<file path="src/rtl/core/glmc_pkg.sv">
// Shared constants, types and helpers for the grid local minimum counter.
package glmc_pkg;

    localparam int CELL_W      = 32;
    localparam int TOTAL_W     = 23;
    localparam int S_TDATA_W   = 32;
    localparam int M_TDATA_W   = 24;
    localparam int CFG_ADDR_W  = 2;
    localparam int CFG_DATA_W  = 13;
    localparam int COLS_CFG_W  = 11;
    localparam int ROWS_CFG_W  = 13;

    localparam int DEF_MAX_COLUMNS = 1024;
    localparam int DEF_MAX_ROWS    = 4096;
    localparam int DEF_VALUE_BITS  = 32;

    localparam int unsigned CFG_COLS_RESET = 1024;
    localparam int unsigned CFG_ROWS_RESET = 4096;

    localparam logic [TOTAL_W-1:0] TALLY_MAX = {TOTAL_W{1'b1}};

    typedef enum logic [CFG_ADDR_W-1:0] {
        REG_GRID_COLUMNS = 2'd0,
        REG_GRID_ROWS    = 2'd1
    } t_cfg_reg;

    // position of the incoming word within the grid
    typedef struct packed {
        logic row_ge1;
        logic row_ge2;
        logic last_row;
        logic col_ge1;
        logic col_ge2;
        logic last_col;
    } t_pos_flags;

    // last valid index for a size register: zero acts as one, oversize clamps
    function automatic int unsigned last_index(input int unsigned size,
                                               input int unsigned max_size);
        int unsigned res;
        if (size == 0) begin
            res = 0;
        end else if (size > max_size) begin
            res = max_size - 1;
        end else begin
            res = size - 1;
        end
        return res;
    endfunction

endpackage

</file>
<file path="src/rtl/core/glmc_total.sv">
// Saturating minima tally, output register and pipeline advance control.
module glmc_total (
    input  logic                          i_clk,
    input  logic                          i_rst_n,
    input  logic                          i_restart,
    input  logic                          i_valid,
    input  logic [2:0]                    i_inc,
    input  logic                          i_last,
    input  logic                          i_m_tready,
    output logic                          o_en,
    output logic                          o_tvalid,
    output logic [glmc_pkg::TOTAL_W-1:0]  o_total
);
    import glmc_pkg::*;

    logic [TOTAL_W-1:0] r_tally;
    logic [TOTAL_W-1:0] r_total;
    logic               r_out_valid;
    logic [TOTAL_W:0]   w_sum;
    logic [TOTAL_W-1:0] w_sat;
    logic               w_en;

    // hold only when a new total would land on one still waiting
    assign w_en  = !(i_valid && i_last && r_out_valid && !i_m_tready);
    assign w_sum = {1'b0, r_tally} + (TOTAL_W + 1)'(i_inc);
    assign w_sat = w_sum[TOTAL_W] ? TALLY_MAX : w_sum[TOTAL_W-1:0];

    always_ff @(posedge i_clk) begin
        if (!i_rst_n) begin
            r_tally     <= '0;
            r_out_valid <= 1'b0;
        end else begin
            if (i_restart) begin
                r_tally <= '0;
            end else if (w_en && i_valid) begin
                r_tally <= i_last ? '0 : w_sat;
            end
            if (w_en && i_valid && i_last) begin
                r_out_valid <= 1'b1;
            end else if (i_m_tready) begin
                r_out_valid <= 1'b0;
            end
        end
    end

    always_ff @(posedge i_clk) begin
        if (w_en && i_valid && i_last) begin
            r_total <= w_sat;
        end
    end

    assign o_en     = w_en;
    assign o_tvalid = r_out_valid;
    assign o_total  = r_total;

endmodule

</file>
<file path="config.mk">
export PLATFORM = sky130hd
export DESIGN_NAME = glmc_total
export DESIGN_NICKNAME = d
export VERILOG_FILES = /design/src/rtl/core/glmc_pkg.sv /design/src/rtl/core/glmc_total.sv
export SDC_FILE = /design/constraint.sdc
export NUM_CORES = 1
export LEC_CHECK = 0
export CAP_MARGIN = 30
export CORE_ASPECT_RATIO = 2
export CORE_MARGIN = 2
export CORE_UTILIZATION = 40
export DETAILED_ROUTE_END_ITERATION = 6
export DONT_BUFFER_PORTS = 1
export GPL_TIMING_DRIVEN = 0
export HOLD_SLACK_MARGIN = 0.15
export PLACE_DENSITY = 0.62
export SLEW_MARGIN = 20
export SYNTH_ARGS = -nofsm -noshare
export SYNTH_HDL_FRONTEND = slang
export SYNTH_SLANG_ARGS = --single-unit
</file>
<file path="constraint.sdc">
create_clock -name i_clk -period 6.2 [get_ports i_clk]
set_input_delay 0.31 -clock i_clk [delete_from_list [all_inputs] [get_ports i_clk]]
set_output_delay 0.31 -clock i_clk [all_outputs]
set_load 0.01 [all_outputs]
</file>
# == Word-level counts from Yosys, hierarchy flattened ==
# Cells that the tools add are included.
# W data, S select, Z words.
# classes
addsub,1
n_mul,0
n_div,0
order_cmp,0
eq_ne,0
n_shift,0
mux,4
bitwise_logic,1
reduce_logical,9
# ops
operator,n
$mux W23,2
$add A23 B3 Y24,1
$logic_and A1 B1 Y1,5
$logic_not A1 Y1,2
$mux W1,2
$reduce_bool A2 Y1,1
$reduce_or A2 Y1,1
$not A1 Y1,1
# totals
regBits,47
latch_bits,0
mem_bits_rw,0
mem_bits_ro,0
output_inout_bits,25
elab_cells,18
mem_count,0

# == Logic depth before layout (Yosys ltp) ==
# logic_depth
ltp_word,7
depth_mapped,7
ltp_nobuf,7

# == Least setup slack after synthesis ==
# Ideal clock, no wire load.
# synth_path
path_kind,input port to flip-flop
from,input port i_inc[2]
to,"register r_total[21], in the netlist o_total[21], data pin"
setup_time_ps,262
t_arrival_ps,2028
required_ps,5938
setup_slack_ps,3910
cell_stages,7
n_path_buf,1
path_cell_list,ha_1 o21ai_2 or2_4 or4_4 buf_6 nor2_1 mux2_1
# synth_between
elab_chain_len,2
# synth_rtl
item,line_no,text
start: declaration,glmc_total.sv:7,"input logic [2:0] i_inc,"
$add A23 B3 Y24,glmc_total.sv:25,"assign w_sum = {1'b0, r_tally} + (TOTAL_W + 1)'(i_inc);"
$mux W23,glmc_total.sv:26,assign w_sat = w_sum[TOTAL_W] ? TALLY_MAX : w_sum[TOTAL_W-1:0];
via w_sat[21],glmc_total.sv:20,logic [TOTAL_W-1:0] w_sat;
end signal: assignment,glmc_total.sv:48,r_total <= w_sat;
end: declaration,glmc_total.sv:17,logic [TOTAL_W-1:0] r_total;
# The timed path passes the listed nets, and every way through them passes these cells.
# A chain may end at the register's enable or synchronous reset.

# == Worst setup path in the final report ==
# layout_path
from,register r_tally[2]
to,"register r_total[21], in the netlist o_total[21], data pin"
# layout_between
elab_chain_len,2
# layout_rtl
item,line_no,text
start: declaration,glmc_total.sv:16,logic [TOTAL_W-1:0] r_tally;
start signal: assignment,glmc_total.sv:36,r_tally <= i_last ? '0 : w_sat;
$add A23 B3 Y24,glmc_total.sv:25,
$mux W23,glmc_total.sv:26,
via w_sat[21],glmc_total.sv:20,
# The timed path passes the listed nets, and every way through them passes these cells.

==> results.py <==
metrics = {
    "yosys": {
        "avgSynthCellArea_um2": 9.75,
        "netlist.area_leader.share": 0.278,
        "synth-seq-cells": 47,
        "synth_area_mm2": 0.00249,
        "ys_top_cells_by_area": "edfxtp_1 28%, dfxtp_1 19%, o21ai_0 6.2%, nand2_1 3.8%, nor2_1 3.0%",
        "synthFlopType": "dfxtp_1",
        "netlist_instances": 255,
        "synth_top_area_cell": "edfxtp_1",
        "synth_edf_count": 23,
        "synth_nets": 268,
        "seq_area_frac_synth": 0.471,
        "synthDistinctLibCells": 65,
        "yosysWarnings": 0,
        "async_reset_ff_frac": 0,
    },
    "power": {
        "powerDensity_mw_per_mm2": 229,
        "p_leak_nw": 0.999,
        "ir_drop_mv": 0.156,
    },
    "global_routing": {
        "track_usage": 0.191,
        "grt_remaining_overflow": 0,
        "antenna_found_initial": 0,
        "grt_pass1_wl_um": 9810,
        "grt_max_degree": 24,
        "grt_pass1_vias": 1929,
    },
    "layout": {
        "fillers": 584,
        "multiInputGateArea_mm2": 0.00121,
        "nNetsFinal": 275,
        "drive_above_1_share": 0.141,
        "fin_cells": 326,
        "area_growth_pct": 9.16,
        "seq_area_mm2": 0.00117,
        "n_antenna_cell": 0,
        "postLayoutCellArea_mm2": 0.00271,
    },
    "worst_setup_path": {
        "r2r_slack_ps": 3780,
        "criticalPathCategory": "flop to flop",
        "reg2reg_depth": 7,
        "cp.required_ps": 6250,
        "start_kind": "flop",
        "crit_path_start": "r_tally[2]",
        "worst_setup_path_end_kind": "flop",
        "r2r_end": "o_total[21]",
        "critical_path.max_fanout": 8,
        "arrival_ps": 2460,
        "reg2reg_from": "r_tally[2]",
    },
    "timing": {
        "layout_min_cycle_time_ps": 2420,
        "setup_ws_ps": 3780,
        "fmax_mhz": 414,
        "slew_headroom": 0.540,
        "min_period_over_period": 0.390,
        "fin_skew_ps": 4.21,
        "drv_slew": 0,
        "fin_setup_tns_ps": 0,
        "rsz0062_at_grt": "no",
        "hold_viol": 0,
        "setup_viol": 0,
        "worst_slew_pin_slew_ps": 685,
    },
    "cts": {
        "cts.repair.resized": 0,
        "cts_tree": "built",
        "cts_buffer_depth": 2,
        "htree_num_levels": 2,
        "clock_sinks": 47,
        "clk_latency_ps": 290,
        "clkSlewWorstSetupHoldPaths_ps": 60,
        "cts-root-buf": "clkbuf_16",
        "cts_buffers": 5,
        "hold_buffers": 0,
        "post-cts-setup-buffer-count": 0,
    },
    "drt": {
        "drt_iter0_drc": 70,
        "first_pass_iters": 4,
        "wirelength_um": 5830,
        "drt-vias-per-instance": 5.94,
        "drc_errors": 0,
        "detail_route.wl_per_cell_um": 17.9,
        "vias": 1937,
        "ant_nets": 0,
    },
    "hold_path": {
        "hold_depth": 1,
        "hold_path_class": "input port to flop",
        "min_to": "o_tvalid",
        "hold_path_startpoint": "i_rst_n",
    },
    "placement": {
        "place_ws_ps": 3790,
        "post-dp-hpwl_um": 4370,
        "place_inst": 318,
        "gp_congestion": 0.900,
        "post_dp_cell_area_mm2": 0.00257,
        "io_buffers": 0,
    },
    "floorplanning": {
        "fp.dieH_um": 115,
        "io_pins": 34,
        "core-area_mm2": 0.00601,
        "rows": 40,
        "die_w_um": 59.7,
        "dieArea_mm2": 0.00690,
        "initial_core_util": 0.414,
    },
    "flow_run": {
        "max-cap-violations": 0,
    },
    "status": {
        "status": "complete, no violations",
    },
}
[power breakdown]
group	total (mW)	switching (mW)	internal (mW)
registers	0.338	0.00586	0.332
logic	0.0221	0.0149	0.00721
clock network	0.262	0.113	0.149
total	0.623	0.134	0.488
[kinds of logic after synthesis]
kind of cell	count (synthesis)	share of synthesized area
AOI/OAI and AO/OA	74	0.191
muxes	4	0.0191
buffers and inverters	18	0.0443
adders and majority gates	4	0.0232
and+or+nand+nor	101	0.226
DFF	47	0.471
xor gates and xnor gates	7	0.0247
[sequential cells by signal (all words and copies together) (netlist names)]
register  cells
o_total      23
r_tally      23
o_tvalid      1
[worst max path at each step]
stage | endpoint | cells after the start
2_1_floorplan | o_total[21] | 7
3_3_place_gp | o_total[6] | 2
3_5_place_dp | o_total[21] | 7
4_1_cts | o_total[21] | 7
5_1_grt | o_total[21] | 7
6_report | o_total[21] | 7
[through the flow]
step | total power, mW | hold WS, ps | utilization
after floorplan | 0.361 | 446 | -
after CTS | 0.629 | 166 | 0.452
after global placement | 0.367 | 463 | 0.427
final | 0.623 | 167 | 0.452
after global routing | 0.645 | 170 | 0.452
after detailed placement | 0.368 | 468 | 0.428
[critical path: stages (launching register included)]
cell and delay [ps]:
dfxtp_1 320, ha_1 390, o21ai_2 130, or2_4 280, or4_4 480, buf_6 150
nor2_1 100, mux2_1 320
[synth_stat cells, drive strengths merged (7+ instances only)]
cell type	instances
o21ai	32
nand2	25
dfxtp	24
edfxtp	23
nor2	20
nand3	12
a21oi	11
nor3	9
inv	8
buf	7
nand4	7
[metal layers]
layer  share of wire  vias to the layer above  track usage  wire, um
met2            0.57                       51        0.342      3310
met1            0.36                      909        0.208      2110
met4           0.027                        0       0.0933       156
li1                -                      966            -         -
met5               0                        -            0         0
met3           0.043                       11       0.0313       248
[area by class of cell]
class / count / area share
inverters: 8 / 0.0111
plain buffers: 10 / 0.0295
clock buffers: 6 / 0.0475
clock inverters: 2 / 0.00461
flip-flops and latches: 47 / 0.432
multi-input cells: 190 / 0.447
well taps: 63 / 0.0290
[cell usage in the layout, fill, tap and decap left out, types with 5 or more instances in the layout]
cell type | Yosys | layout
xnor2_1 | 5 | 5
a21oi_1 | 11 | 11
nand4_1 | 6 | 6
o21ai_0 | 31 | 31
dfxtp_1 | 24 | 24
clkbuf_16 | 0 | 5
nand2_1 | 25 | 25
inv_1 | 8 | 8
nor2_1 | 20 | 19
nor3_1 | 7 | 7
a31oi_1 | 5 | 5
nand3_1 | 12 | 12
edfxtp_1 | 23 | 23
No activity file was read; power rests on OpenSTA's default activity.
