[src/rtl/core/glmc_pkg.sv]
// Shared constants, types and helpers for the grid local minimum counter.
package glmc_pkg;

    localparam int CELL_W      = 32;
    localparam int TOTAL_W     = 23;
    localparam int S_TDATA_W   = 32;
    localparam int M_TDATA_W   = 24;
    localparam int CFG_ADDR_W  = 2;
    localparam int CFG_DATA_W  = 13;
    localparam int COLS_CFG_W  = 11;
    localparam int ROWS_CFG_W  = 13;

    localparam int DEF_MAX_COLUMNS = 1024;
    localparam int DEF_MAX_ROWS    = 4096;
    localparam int DEF_VALUE_BITS  = 32;

    localparam int unsigned CFG_COLS_RESET = 1024;
    localparam int unsigned CFG_ROWS_RESET = 4096;

    localparam logic [TOTAL_W-1:0] TALLY_MAX = {TOTAL_W{1'b1}};

    typedef enum logic [CFG_ADDR_W-1:0] {
        REG_GRID_COLUMNS = 2'd0,
        REG_GRID_ROWS    = 2'd1
    } t_cfg_reg;

    // position of the incoming word within the grid
    typedef struct packed {
        logic row_ge1;
        logic row_ge2;
        logic last_row;
        logic col_ge1;
        logic col_ge2;
        logic last_col;
    } t_pos_flags;

    // last valid index for a size register: zero acts as one, oversize clamps
    function automatic int unsigned last_index(input int unsigned size,
                                               input int unsigned max_size);
        int unsigned res;
        if (size == 0) begin
            res = 0;
        end else if (size > max_size) begin
            res = max_size - 1;
        end else begin
            res = size - 1;
        end
        return res;
    endfunction

endpackage

[src/rtl/core/glmc_scan.sv]
// Grid size registers and raster position counters.
module glmc_scan #(
    parameter int MAX_COLUMNS = 1024,
    parameter int MAX_ROWS    = 4096
) (
    input  logic                             i_clk,
    input  logic                             i_rst_n,
    input  logic                             i_cfg_we,
    input  logic [glmc_pkg::CFG_ADDR_W-1:0]  i_cfg_addr,
    input  logic [glmc_pkg::CFG_DATA_W-1:0]  i_cfg_wdata,
    input  logic                             i_advance,
    output logic [((MAX_COLUMNS > 1) ? $clog2(MAX_COLUMNS) : 1)-1:0] o_col,
    output glmc_pkg::t_pos_flags             o_flags,
    output logic                             o_restart
);
    import glmc_pkg::*;

    localparam int COL_W = (MAX_COLUMNS > 1) ? $clog2(MAX_COLUMNS) : 1;
    localparam int ROW_W = (MAX_ROWS > 1) ? $clog2(MAX_ROWS) : 1;
    localparam logic [COL_W-1:0] COL_LAST_RST = COL_W'(last_index(CFG_COLS_RESET, MAX_COLUMNS));
    localparam logic [ROW_W-1:0] ROW_LAST_RST = ROW_W'(last_index(CFG_ROWS_RESET, MAX_ROWS));

    logic [COL_W-1:0] r_col_last, n_col_last;
    logic [ROW_W-1:0] r_row_last, n_row_last;
    logic [COL_W-1:0] r_col, n_col;
    logic [ROW_W-1:0] r_row, n_row;
    logic             w_restart;

    always_ff @(posedge i_clk) begin
        if (!i_rst_n) begin
            r_col_last <= COL_LAST_RST;
            r_row_last <= ROW_LAST_RST;
            r_col      <= '0;
            r_row      <= '0;
        end else begin
            r_col_last <= n_col_last;
            r_row_last <= n_row_last;
            r_col      <= n_col;
            r_row      <= n_row;
        end
    end

    always_comb begin
        n_col_last = r_col_last;
        n_row_last = r_row_last;
        n_col      = r_col;
        n_row      = r_row;
        w_restart  = 1'b0;
        if (i_cfg_we) begin
            case (t_cfg_reg'(i_cfg_addr))
                REG_GRID_COLUMNS: begin
                    n_col_last = COL_W'(last_index(32'(i_cfg_wdata[COLS_CFG_W-1:0]),
                                                   MAX_COLUMNS));
                    w_restart  = 1'b1;
                end
                REG_GRID_ROWS: begin
                    n_row_last = ROW_W'(last_index(32'(i_cfg_wdata[ROWS_CFG_W-1:0]),
                                                   MAX_ROWS));
                    w_restart  = 1'b1;
                end
                default: begin
                    w_restart = 1'b0;
                end
            endcase
        end
        if (w_restart) begin
            n_col = '0;
            n_row = '0;
        end else if (i_advance) begin
            if (r_col == r_col_last) begin
                n_col = '0;
                n_row = (r_row == r_row_last) ? '0 : r_row + 1'b1;
            end else begin
                n_col = r_col + 1'b1;
            end
        end
    end

    assign o_col             = r_col;
    assign o_restart         = w_restart;
    assign o_flags.row_ge1   = (32'(r_row) >= 32'd1);
    assign o_flags.row_ge2   = (32'(r_row) >= 32'd2);
    assign o_flags.last_row  = (r_row == r_row_last);
    assign o_flags.col_ge1   = (32'(r_col) >= 32'd1);
    assign o_flags.col_ge2   = (32'(r_col) >= 32'd2);
    assign o_flags.last_col  = (r_col == r_col_last);

endmodule

[config.mk]
export PLATFORM = sky130hd
export DESIGN_NAME = glmc_scan
export DESIGN_NICKNAME = d
export VERILOG_FILES = /design/src/rtl/core/glmc_pkg.sv /design/src/rtl/core/glmc_scan.sv
export SDC_FILE = /design/constraint.sdc
export NUM_CORES = 1
export LEC_CHECK = 0
export BUFFER_PORTS_ARGS = -buffer_cell sky130_fd_sc_hd__buf_2
export CAP_MARGIN = 20
export CORE_MARGIN = 1
export CORE_UTILIZATION = 45
export CTS_BUF_LIST = sky130_fd_sc_hd__clkbuf_4
export CTS_CLUSTER_DIAMETER = 30
export DETAILED_ROUTE_END_ITERATION = 8
export MAX_ROUTING_LAYER = met4
export PLACE_DENSITY_LB_ADDON = 0.2
export SLEW_MARGIN = 30
export SYNTH_ARGS = -nofsm -noshare
export SYNTH_HDL_FRONTEND = slang
export SYNTH_SLANG_ARGS = --single-unit
[constraint.sdc]
create_clock -name i_clk -period 2.9 [get_ports i_clk]
set_input_delay 0.145 -clock i_clk [delete_from_list [all_inputs] [get_ports i_clk]]
set_output_delay 0.145 -clock i_clk [all_outputs]
set_load 0.03 [all_outputs]
## After elaboration in Yosys (flattened, before gate mapping)

Index checks and enable logic that the tools add are counted.

- Memory bits (read-only): 0
- Input bits: 19
- Memories: 0
- Memory bits (writable): 0
- Word-level logic and storage cells: 34
- Output and inout bits: 17
- Register bits after elaboration: 44
- Bits in latches: 0

- Equality and inequality tests: 3
- Div/mod/pow operators: 0
- Bitwise logic cells: 1
- Mux-type cells: 8
- $mul: 0
- $lt $le $gt $ge: 6
- Reduce and logical (&&, ||, !) cells: 8
- Shift-type cells: 0
- Add/sub/neg operators: 4

Operators by type and width:

| operator | number |
|---|---|
| two-way mux 12 bit | 3 |
| two-way mux 10 bit | 3 |
| > comparator 13 bit (second input constant) | 1 |
| logical NOT 13 bit | 1 |
| adder 12 x 1 -> 12 bit (second input constant) | 1 |
| == test 12 bit | 1 |
| greater-or-equal comparator 12 x 1 -> 1 bit (second input constant) | 1 |
| greater-or-equal comparator 12 x 2 -> 1 bit (second input constant) | 1 |
| subtractor 12 x 1 -> 12 bit (second input constant) | 1 |
| > comparator 11 bit (second input constant) | 1 |
| logical NOT 11 bit | 1 |
| adder 10 x 1 -> 10 bit (second input constant) | 1 |
| == test 10 bit | 1 |
| greater-or-equal comparator 10 x 1 -> 1 bit (second input constant) | 1 |
| greater-or-equal comparator 10 x 2 -> 1 bit (second input constant) | 1 |
| subtractor 10 x 1 -> 10 bit (second input constant) | 1 |
| AND reduction 2 bit | 3 |
| OR reduction 2 bit | 2 |
| == test 2 x 1 -> 1 bit (second input constant) | 1 |
| logical NOT 2 bit | 1 |
| two-way mux 1 bit | 2 |
| NOT 1 bit | 1 |

## Logic depth before layout (Yosys ltp)

- Depth after elaboration: 5
- Depth in mapped cells: 8
- Mapped depth without buffers: 7

## Worst setup path after synthesis

No wires, ideal clock.

- Path type: register to register
- Start: register r_col[1], in the netlist o_col[1]
- End: register r_row[7]
- Required time: 2.804 ns
- Stages on the path, launching flop included: 7
- Setup slack: 1.030 ns
- Library setup time: 0.096 ns
- Clock period less this slack: 1.870 ns
- Arrival: 1.774 ns
- Path buffers: 0
- Path through: dfxtp_1 xor2_1 nor4_2 nand3_2 clkinv_4 nand4_4 o41ai_2

RTL lines:

| element | line | text |
|---|---|---|
| from (decl) | glmc_scan.sv:25 | `logic [COL_W-1:0] r_col, n_col;` |
| from (signal assigned) | glmc_scan.sv:38 | `r_col <= n_col;` |
| to (signal assigned) | glmc_scan.sv:39 | `r_row <= n_row;` |
| to (decl) | glmc_scan.sv:26 | `logic [ROW_W-1:0] r_row, n_row;` |

==> results.txt <==
----------------------------------------------------
[Timing]
  Unrepaired setup endpoints after global routing ... false
  Tightest hold margin ... 67.03 ps
  Shortest clock period the worst path allows after layout ... approximately 2300 ps
  Setup total negative slack ... 0 ps
  Least-Margin Pin Slew ... 801.9 ps
  Share of the clock period used by the worst path ... about 78%
  Final Max Tran Viols ... 0
  Layout Skew ... 10.83 ps
  Maximum frequency from static timing analysis ... about 0.44 GHz
  Final-report setup violation count ... 0
  Slew Limit Headroom ... 46.05%
  Fin. Hold Viols ... 0

[Setup path]
  Critical path start-end classification ... register to primary output
  Type of destination of the critical path ... primary output
  CP Max Fanout ... 9
  CP Launch Point ... r_row[7]
  Required time of the critical path ... 2760 ps
  Critical register-to-register path startpoint ... o_col[1]
  Critical path data arrival time ... between 2000 and 2500 ps
  Kind of start point of the critical path ... register

[Global route]
  Met3 Usage GRT ... around 3.3%
  Met1 Resource Use GR ... between 20 and 30%
  Vias in the first global route ... around 2300
  Remaining global-route overflow ... 0
  Number of antenna violations at the first check in global routing ... 0
  GRT Overall Usage ... around 22%
  Met2 layer usage reported by global route ... 35.59%
  Maximum number of pins on one net before global-route repair ... 26
  Grt peak-use layer ... met2
  Wire length of the first global-routing pass ... approximately 11000 um

[Synth]
  Top FF cell, synth ... dfxtp_1
  Warnings, synthesis ... 0
  Fraction of registers with async set/reset ... 0%
  Sequential share of the synthesized area ... 31.63%
  Cell type with the largest total area after synthesis ... dfxtp_1
  Synth Register Bits ... between 40 and 50
  Post-Syn Area per Cell ... 8.144 sq um
  Area of the mapped netlist ... 2785 sq um
  Post-synth EDFFs ... 0
  Syn nets ... 370
  Area fraction of the dominant cell type after synthesis ... 31.63%
  Post-synthesis instance total ... 342
  Cell types with the largest area share after synthesis ... dfxtp_1 32%, xor2_1 10%, nand2_1 5.5%
  Number of unique standard cell types used by synthesis ... 56

[Drt]
  Number of vias in the routed layout ... between 2000 and 3000
  DRC violation total after the first TritonRoute iteration ... 122
  Count of nets left with antenna violations after detail routing ... 0
  Routed vias/inst ... 5.710
  Post-Route WL ... 6628 um
  Iteration count of the initial detailed-routing pass ... 4
  DRC Markers ... 0
  Post-DR wirelength/cell ... 14.89 um

[Worst hold path]
  Worst Hold Launch ... i_cfg_wdata[12]
  Path class of the lowest-slack min-delay path ... primary input to register

[Final layout]
  Fraction of layout instances using a drive strength above 1 ... 17.57%
  Syn-to-layout area delta ... 9.434%
  Final nets ... 397
  Most common library cell in the layout ignoring fill and taps ... dfxtp_1
  Storage cell area ... just under 900 sq um
  Commonest non-fill, non-tap cells in the layout ... 44 x dfxtp_1, 41 x nand2_1, 35 x buf_2, 32 x xor2_1, 25 x nand3_1
  Fill cell total of the finished layout ... ~560
  Ant. Diodes ... 0
  Multi-input gate area ... between 1500 and 2000 sq um

[Clock network]
  CTS resizes ... 0
  Clk slew on worst S/H paths ... 130 ps
  Master cell of the clock root buffer ... clkbuf_4
  Number of buffers created by CTS ... 5
  Skew-Pair Late Insertion Delay ... approximately 360 ps
  Total setup buffers inserted after CTS ... 0
  Maximum root-to-sink buffer count ... 2
  Clock Sinks ... 44
  Cts hold-fix bufs ... 0
  CTS H-tree depth ... 2
  TritonCTS clock tree ... done

[Floorplanning]
  Floorplan row count ... 28
  Core area ... 5956 sq um
  Area of the die ... around 6500 sq um
  Height of the die ... 80.67 um
  Die extent in x ... 80.67 um
  I/O pin count ... 36
  Effective utilization at floorplan ... 46.76%

[Run]
  Max-cap violations ... 0

[Power and ir drop]
  Pwr/cell area ... 384.5 nW/um^2
  Largest vdd supply drop ... 0.1688 mV
  P_leak ... 1.251 nW

[Placed design]
  Placer's final routability congestion estimate ... 0.8796
  # port buffers ... 35
  HPWL after DPL ... about 5100 um

[Outcome]
  Outcome ... finished, final reports clean

----------------------------------------------------
[worst paths after layout]
kind,endpoint,slack [ps],depth (start not counted)
max,o_flags[3],650,5
max reg2reg,r_row[1],860,5
min reg2reg,r_row_last[10],490,2
min,r_row_last[0],70,3
[per-stage QoR]
| step | utilization [%] | std cells | cell area, sq um | worst slack (ps) | power, mW |
|---|---|---|---|---|---|
| global route | 51.18 | 445 | 3048 | 467.2 | 1.230 |
| global placement | 49.75 | 437 | 2963 | 853.1 | 0.7891 |
| finish | 51.18 | 445 | 3048 | 649.7 | 1.172 |
| floorplan | - | 342 | 2785 | 1030 | 0.7433 |
| CTS | 51.18 | 445 | 3048 | 643.7 | 1.186 |
| detailed placement | 49.75 | 437 | 2963 | 808.3 | 0.7915 |
[registers in the layout (all words and copies together), names as in the netlist]
register / flops
r_row: 12
o_col: 10
r_row_last: 12
r_col_last: 10
[power breakdown]
group | leakage, nW | switching [mW] | internal (mW)
Combinational | 0.848 | 0.0922 | 0.0500
Sequential | 0.358 | 0.0157 | 0.620
Clock | 0.0454 | 0.209 | 0.184
[area by class of cell]
| class | instances | share of cell area (%) |
|---|---|---|
| Clock buffer | 5 | 1.232 |
| Timing Repair Buffer | 36 | 5.993 |
| Multi-Input combinational cell | 265 | 56.98 |
| Inverter | 17 | 2.258 |
| Clock inverter | 3 | 1.560 |
| Sequential cell | 44 | 28.90 |
| Tap cell | 75 | 3.079 |
[cells in the mapped netlist (all sizes together) (2+ instances only)]
cell,n
a21o,2
a21oi,10
a221o,2
a2bb2oi,4
a31oi,2
a32oi,6
and2,2
and3,8
and4,2
buf,4
clkbuf,12
dfxtp,44
ha,9
inv,16
nand2,42
nand2b,3
nand3,27
nand4,9
nor2,23
nor2b,2
nor3,9
nor3b,3
nor4,12
o211ai,4
o21ai,21
o22ai,2
o31ai,6
o41ai,4
or3,2
xnor2,5
xor2,32
[cells by family after synthesis]
family | synth area share [%]
xor gates and xnor gates | 11.64
and+or+nand+nor | 29.20
muxes | 0.4043
AOI/OAI and AO/OA | 17.07
DFF | 31.63
buffers and inverters | 6.020
adders and majority gates | 4.043
[layer usage]
layer	wire length, um	vias up
met5	0	-
li1	-	1287
met2	3060	59
met4	138	0
met1	3194	1184
met3	234	11
[worst max-delay path: stages, from the launching register on]
cell	delay, ps
dfxtp_1	540
xor2_1	120
nor4_1	450
nand3_2	330
inv_1	100
buf_2	200
Power figures use the tool's default switching activity.
